File: src/hdl/slvs_pkg.sv
`timescale 1ns / 1ps

package slvs_pkg;

	// Table geometry.
	localparam int SLOT_COUNT  = 16;
	localparam int STAMP_WIDTH = 48;
	localparam int SLOT_W      = 8;
	localparam int IDX_W       = (SLOT_COUNT > 1) ? $clog2(SLOT_COUNT) : 1;

	localparam logic [STAMP_WIDTH-1:0] STAMP_MAX  = {STAMP_WIDTH{1'b1}};
	localparam logic [STAMP_WIDTH-1:0] STAMP_ZERO = '0;
	localparam logic [STAMP_WIDTH-1:0] STAMP_ONE  = STAMP_WIDTH'(1);

	// Request codes.
	localparam logic [1:0] REQ_FILL       = 2'd0;
	localparam logic [1:0] REQ_HIT        = 2'd1;
	localparam logic [1:0] REQ_INVALIDATE = 2'd2;
	localparam logic [1:0] REQ_CANDIDATE  = 2'd3;

	// Status codes.
	localparam logic [1:0] STATUS_OK          = 2'd0;
	localparam logic [1:0] STATUS_OUT_OF_RANGE = 2'd1;
	localparam logic [1:0] STATUS_EMPTY_SET   = 2'd2;

	// Replacement policies.
	localparam logic POLICY_LRU  = 1'b0;
	localparam logic POLICY_FIFO = 1'b1;

	typedef struct packed {
		logic [1:0]        req_type;
		logic [SLOT_W-1:0] slot;
		logic              last_candidate;
	} req_t;

	typedef struct packed {
		logic [1:0]        status;
		logic              victim_valid;
		logic [SLOT_W-1:0] victim_slot;
	} resp_t;

	// Commands from the controller to the datapath.
	typedef struct packed {
		logic accept;
	} dp_cmd_t;

endpackage

File: src/hdl/slvs_ctrl.sv
`timescale 1ns / 1ps

module slvs_ctrl (
	input  logic             clk,
	input  logic             arst_n,
	input  logic             in_valid,
	output logic             in_ready,
	output logic             out_valid,
	input  logic             out_ready,
	output slvs_pkg::dp_cmd_t cmd
);

	typedef enum logic {
		ST_EMPTY,
		ST_FULL
	} state_t;

	state_t state_q;

	// A new beat is taken when the result register is empty or is drained this cycle.
	assign in_ready   = (state_q == ST_EMPTY) || out_ready;
	assign out_valid  = (state_q == ST_FULL);
	assign cmd.accept = in_valid && in_ready;

	// Occupancy of the result register.
	always_ff @(posedge clk or negedge arst_n) begin
		if (!arst_n) begin
			state_q <= ST_EMPTY;
		end else begin
			unique case (state_q)
				ST_EMPTY: begin
					if (in_valid) state_q <= ST_FULL;
				end
				ST_FULL: begin
					if (out_ready && !in_valid) state_q <= ST_EMPTY;
				end
				default: state_q <= ST_EMPTY;
			endcase
		end
	end

endmodule

File: src/hdl/slvs_datapath.sv
`timescale 1ns / 1ps

module slvs_datapath (
	input  logic              clk,
	input  logic              arst_n,
	input  slvs_pkg::dp_cmd_t cmd,
	input  slvs_pkg::req_t    req,
	input  logic              cfg_wr_en,
	input  logic              cfg_wr_data,
	output slvs_pkg::resp_t   resp
);

	logic [slvs_pkg::STAMP_WIDTH-1:0] stamp_q [slvs_pkg::SLOT_COUNT];
	logic [slvs_pkg::STAMP_WIDTH-1:0] next_stamp_q;
	logic [slvs_pkg::STAMP_WIDTH-1:0] best_stamp_q;
	logic [slvs_pkg::SLOT_W-1:0]      best_slot_q;
	logic                             have_best_q;
	logic                             policy_q;
	slvs_pkg::resp_t                  resp_q;

	logic                             in_range;
	logic [slvs_pkg::IDX_W-1:0]       idx;
	logic [slvs_pkg::STAMP_WIDTH-1:0] cand_stamp;
	logic                             better;
	logic                             do_stamp;
	logic                             do_clear;
	logic                             is_cand;
	logic                             have_after;
	logic [slvs_pkg::SLOT_W-1:0]      slot_after;
	logic [slvs_pkg::STAMP_WIDTH-1:0] stamp_after;

	// Decode the beat and read the named slot's stamp.
	always_comb begin
		in_range   = {1'b0, req.slot} < (slvs_pkg::SLOT_W + 1)'(slvs_pkg::SLOT_COUNT);
		idx        = slvs_pkg::IDX_W'(req.slot);
		cand_stamp = stamp_q[idx];
		is_cand    = (req.req_type == slvs_pkg::REQ_CANDIDATE);
		do_stamp   = in_range && ((req.req_type == slvs_pkg::REQ_FILL) ||
			((req.req_type == slvs_pkg::REQ_HIT) && (policy_q == slvs_pkg::POLICY_LRU)));
		do_clear   = in_range && (req.req_type == slvs_pkg::REQ_INVALIDATE);
		better     = !have_best_q || (cand_stamp < best_stamp_q) ||
			((cand_stamp == best_stamp_q) && (req.slot < best_slot_q));
	end

	// Running minimum after this candidate is folded in.
	always_comb begin
		have_after  = have_best_q;
		slot_after  = best_slot_q;
		stamp_after = best_stamp_q;
		if (is_cand && in_range && better) begin
			have_after  = 1'b1;
			slot_after  = req.slot;
			stamp_after = cand_stamp;
		end
	end

	// Policy register.
	always_ff @(posedge clk or negedge arst_n) begin
		if (!arst_n) begin
			policy_q <= slvs_pkg::POLICY_LRU;
		end else if (cfg_wr_en) begin
			policy_q <= cfg_wr_data;
		end
	end

	// Stamp table and the saturating stamp counter.
	always_ff @(posedge clk or negedge arst_n) begin
		if (!arst_n) begin
			for (int i = 0; i < slvs_pkg::SLOT_COUNT; i++) begin
				stamp_q[i] <= slvs_pkg::STAMP_ZERO;
			end
			next_stamp_q <= slvs_pkg::STAMP_ONE;
		end else if (cmd.accept) begin
			if (do_stamp) begin
				stamp_q[idx] <= next_stamp_q;
				if (next_stamp_q != slvs_pkg::STAMP_MAX) begin
					next_stamp_q <= next_stamp_q + slvs_pkg::STAMP_ONE;
				end
			end else if (do_clear) begin
				stamp_q[idx] <= slvs_pkg::STAMP_ZERO;
			end
		end
	end

	// Query state; the final candidate closes the query.
	always_ff @(posedge clk or negedge arst_n) begin
		if (!arst_n) begin
			have_best_q  <= 1'b0;
			best_slot_q  <= '0;
			best_stamp_q <= slvs_pkg::STAMP_ZERO;
		end else if (cmd.accept && is_cand) begin
			if (req.last_candidate) begin
				have_best_q  <= 1'b0;
				best_slot_q  <= '0;
				best_stamp_q <= slvs_pkg::STAMP_ZERO;
			end else begin
				have_best_q  <= have_after;
				best_slot_q  <= slot_after;
				best_stamp_q <= stamp_after;
			end
		end
	end

	// Result register, loaded with every accepted beat.
	always_ff @(posedge clk) begin
		if (cmd.accept) begin
			if (is_cand && req.last_candidate && have_after) begin
				resp_q.status       <= in_range ? slvs_pkg::STATUS_OK :
					slvs_pkg::STATUS_OUT_OF_RANGE;
				resp_q.victim_valid <= 1'b1;
				resp_q.victim_slot  <= slot_after;
			end else if (is_cand && req.last_candidate) begin
				resp_q.status       <= slvs_pkg::STATUS_EMPTY_SET;
				resp_q.victim_valid <= 1'b0;
				resp_q.victim_slot  <= '0;
			end else begin
				resp_q.status       <= in_range ? slvs_pkg::STATUS_OK :
					slvs_pkg::STATUS_OUT_OF_RANGE;
				resp_q.victim_valid <= 1'b0;
				resp_q.victim_slot  <= '0;
			end
		end
	end

	assign resp = resp_q;

endmodule

File: src/hdl/stamp_lru_fifo_victim_select.sv
`timescale 1ns / 1ps

// Timestamp LRU / FIFO victim selection.
// The input channel carries request beats (fill, hit, invalidate or victim
// candidate, with a slot id and a last-candidate mark); every request beat
// yields exactly one result beat on the output channel, in order.
// Each slot keeps a stamp taken from a saturating counter. A victim query is
// a run of candidate beats; the beat marked last returns the slot with the
// smallest stamp seen, ties going to the smaller slot id.
// A result is registered at the edge that accepts its request. Throughput is
// one beat per cycle while the receiver is ready, set by the single result
// register, which is reloaded in the same cycle it is drained.
// When the receiver stalls, the result register holds its beat and in_ready
// falls, so no further request is taken until the result is taken.
// Reset clears all stamps to zero, sets the counter to one, closes any open
// query and selects LRU policy. cfg_wr_en writes the policy bit (0 LRU,
// 1 FIFO) and should be used only while the block is idle.
module stamp_lru_fifo_victim_select (
	input  logic             clk,
	input  logic             arst_n,
	input  logic             in_valid,
	output logic             in_ready,
	input  slvs_pkg::req_t   in_data,
	output logic             out_valid,
	input  logic             out_ready,
	output slvs_pkg::resp_t  out_data,
	input  logic             cfg_wr_en,
	input  logic             cfg_wr_data
);

	slvs_pkg::dp_cmd_t cmd;

	// Handshake controller.
	slvs_ctrl u_ctrl (
		.clk       (clk),
		.arst_n    (arst_n),
		.in_valid  (in_valid),
		.in_ready  (in_ready),
		.out_valid (out_valid),
		.out_ready (out_ready),
		.cmd       (cmd)
	);

	// Stamp table, query state and result register.
	slvs_datapath u_datapath (
		.clk         (clk),
		.arst_n      (arst_n),
		.cmd         (cmd),
		.req         (in_data),
		.cfg_wr_en   (cfg_wr_en),
		.cfg_wr_data (cfg_wr_data),
		.resp        (out_data)
	);

endmodule
File: config.mk
export PLATFORM = sky130hd
export DESIGN_NAME = stamp_lru_fifo_victim_select
export DESIGN_NICKNAME = d
export VERILOG_FILES = /design/src/hdl/slvs_pkg.sv /design/src/hdl/slvs_ctrl.sv /design/src/hdl/slvs_datapath.sv /design/src/hdl/stamp_lru_fifo_victim_select.sv
export SDC_FILE = /design/constraint.sdc
export NUM_CORES = 1
export LEC_CHECK = 0
export BUFFER_PORTS_ARGS = -buffer_cell sky130_fd_sc_hd__buf_4
export CORE_MARGIN = 5
export CORE_UTILIZATION = 63
export DETAILED_ROUTE_END_ITERATION = 8
export PLACE_DENSITY = 0.79
export SYNTH_ARGS = -nofsm -noshare
export SYNTH_HDL_FRONTEND = slang
export SYNTH_HIERARCHICAL = 1
export SYNTH_SLANG_ARGS = --single-unit
export TNS_END_PERCENT = 20
File: constraint.sdc
create_clock -name clk -period 3.8 [get_ports clk]
set_input_delay 0.76 -clock clk [delete_from_list [all_inputs] [get_ports clk]]
set_output_delay 0.76 -clock clk [all_outputs]
set_load 0.01 [all_outputs]
==> flow_summary.json <==
{
  "outcome": "finished, violations left",
  "failed_checks": "negative setup slack",
  "nNetsFinal": 3552,
  "power_mw": 19.33,
  "cp_slowest_stage_delay_ps": 530,
  "syn_to_final_growth_pct": 15.39,
  "drive_gt1_share_pct": 19.09,
  "firstDrtPassIters": 6,
  "end_kind": "flop",
  "synth-compound-area-share_pct": 11.88,
  "cts_tree": "built",
  "ys.flop_type": "dfrtp_1",
  "post-route-util_pct": 73.21,
  "drc": 0,
  "p_switching_mw": 4.209,
  "vias_per_cell": 6.598,
  "finalWeightedCongestion": 0.8816,
  "clkTransAtPathRegs_ps": 60,
  "cp.required_ps": 4310,
  "sequentialPowerShare_pct": 49.0,
  "io-pin-count": 30,
  "synth_area_per_cell_um2": 11.30,
  "final.period_utilization_pct": 104.8,
  "swShare_pct": 21.78,
  "synth_edf_count": 11,
  "setup_ws_ps": -182.7,
  "top_usage_layer": "met2",
  "cts_buffers": 88,
  "gr-usage-met3_pct": 5.739,
  "hold_violations": 0,
  "synth_top_cell_area_share_pct": 55.96,
  "worst_setup_path_start_kind": "primary input",
  "p_int_mw": 15.12,
  "die_h_um": 259.1,
  "netlist_area_mm2": 0.03908,
  "drv_slew": 0,
  "crit_family": "multiplexers",
  "path_class": "primary input to flop",
  "grt_use_met2_pct": 51.69,
  "worstPathArrival_ps": 4490,
  "yosys.area.top_type": "dfrtp_1",
  "cts_root_buffer": "clkbuf_16",
  "clock.fmax_mhz": 251.1,
  "synth-simple-area-share_pct": 10.72,
  "crit_top_cell": "buf_16",
  "syn_inst": 3458,
  "grt-ovfl-total": 0,
  "cp_max_fo": 9,
  "power_frac_comb_pct": 3.8,
  "routedWlPerCell_um": 24.60,
  "ys_seq_elements": 886,
  "vdd_drop_max_v": 0.0003755,
  "hpwl_mm": 61.35,
  "ant_nets": 0,
  "fin_tns_setup_ps": -9506,
  "coreArea_mm2": 0.06160,
  "die_w_um": 259.1,
  "synth-xor-area-share_pct": 1.053,
  "initial_core_util_pct": 63.45,
  "rows": 91,
  "dpl_worst_slack_ps": -1103,
  "timing.critical_path.buf_inv": 4,
  "globalRouteMet1Util_pct": 42.59,
  "htree_levels": 3,
  "grt_pass1_vias": 30237,
  "p_per_area_mw_per_mm2": 428.6,
  "synth_mux_area_share_pct": 13.99,
  "max_cap_violations": 0,
  "cp_slowest_cell": "mux4_2",
  "synthDistinctLibCells": 61,
  "setup_viol": 64,
  "drtIter0Drc": 3352,
  "die_area_mm2": 0.06711,
  "min_path_type": "primary input to flop",
  "clk_latency_ps": 650,
  "final_cell_mix": "874 x dfrtp_1, 851 x nand2_1, 738 x o21ai_0",
  "leakagePower_nw": 19.73,
  "crit_chain": "buf_16 > buf_16 > buf_16 > mux4_2 > mux4_2 > ha_1 > nand4_1 > nor4_4 > and3_4 > nor2b_4 > a31oi_4 > a31o_4 > buf_12 > a22o_1",
  "synth_top_family_by_area": "multiplexers",
  "worst_pin_slew_ps": 879.6,
  "cts_buffer_depth": 3,
  "grt_usage_pct": 31.78,
  "grt_pass1_wl_mm": 167.4,
  "synth_warnings": 6,
  "clock_sinks": 886,
  "antenna_found_initial": 1,
  "ys_seq_area_share_pct": 56.88,
  "worst_clock_skew_ps": 35.37,
  "async_flop_share_pct": 98.76,
  "synthAdderAreaFrac_pct": 1.793,
  "vias": 28959,
  "grt_max_degree": 155,
  "rsz0062_at_grt": "true",
  "drt_wl_total_mm": 108.0,
  "p_clk_share_pct": 47.2,
  "layout_commonest_cell": "dfrtp_1",
  "synth_fp_nets": 3531,
  "slew_headroom_pct": 41.36,
  "io_buffers": 29,
  "ys_top_cells_by_area": "dfrtp_1 56%, mux4_2 14%, o21ai_0 9.5%",
  "fin_crit_ps": 3983
}
final timing paths:
path | start | end | slack (ps) | cells past startpoint
max | in_data[1] | u_datapath/best_stamp_q[37] | -180 | 14
min | in_valid | u_ctrl/out_valid | 320 | 2
max reg2reg | u_datapath/stamp_q[586] | u_datapath/best_stamp_q[0] | 60 | 14
min reg2reg | u_datapath/stamp_q[376] | u_datapath/stamp_q[376] | 480 | 2
max in group asynchronous | arst_n | u_datapath/stamp_q[223] | 1860 | 4
min in group asynchronous | arst_n | u_datapath/stamp_q[712] | 590 | 2
power groups by stage:
stage	Combinational (mW)	Sequential [mW]	Clock, mW
2_1_floorplan	0.286	9.66	0
3_3_place_gp	0.645	9.65	0
3_5_place_dp	0.662	9.65	0
4_1_cts	0.702	9.48	9.15
5_1_grt	0.792	9.48	9.57
6_report	0.729	9.48	9.12
area by class of cell:
cell class	count	area [um2]
flip-flops and latches	886	22230
well taps	837	1047
fillers	3718	16500
multi-input cells	2223	15950
repair buffers	220	2604
clock inverters	40	455.4
inverters	60	225.2
clock buffers	122	2585
diodes	1	2.502
state kept, by name (all words and copies together), names as in the netlist:
name	count
u_datapath/policy_q	1
u_datapath/best_stamp_q	48
u_datapath/have_best_q	1
u_ctrl/out_valid	1
u_datapath/best_slot_q	8
u_datapath/stamp_q	768
u_datapath/resp	11
u_datapath/next_stamp_q	48
timing repair:
item / 4_1_cts / 5_1_grt
setup endpoints to repair: 64 / 64
setup buffers: 12 / 20
gates resized for setup: 28 / 52
endpoints found under the hold margin: 29 / 0
hold buffers: 1 / 0
cloned: 3 / 8
pin swaps: 9 / 51
layer usage:
layer  vias to the layer above  part of all wire [%]
met4                         0                   4.7
li1                      12162                     -
met1                     14817                    37
met3                       367                   8.8
met2                      1613                    49
met5                         -                     0
synth_stat cells, drive strengths merged, types with 2 or more instances:
library cell  instances
dfrtp               874
nand2               860
o21ai               777
mux4                240
clkbuf              229
buf                  60
inv                  60
ha                   56
a22o                 52
xnor2                42
nand3                38
a21oi                22
nand4                22
and3                 18
and4                 16
and2                 14
edfxtp               11
nor2                 11
nor3                  7
nor2b                 6
xor2                  5
mux2i                 4
a21o                  3
a221oi                3
nand2b                3
mux2                  2
nor4                  2
nor4b                 2
o211ai                2
worst reg2reg max path, delay by kind of cell (launching register included):
family	cells	cell delay (ps)
mux	2	1020
fa+ha+maj	1	240
buf+inv	4	640
flops	1	390
compound gates	5	1120
simple gates	2	220
logic make-up after synthesis:
family	count (synthesis)
fa+ha+maj	56
mux	246
buf+inv	349
simple gates	1002
flops	886
compound gates	872
xor+xnor	47
metrics by stage:
stage          hold WS [ps]  cells  instance area, um2
6_report              321.1   4389               45090
4_1_cts               298.0   4363               44410
3_3_place_gp          455.7   4185               40960
3_5_place_dp          465.1   4185               40960
2_1_floorplan         444.6   3458               39390
5_1_grt               334.8   4389               45090
No activity file was read; power rests on OpenSTA's default activity.
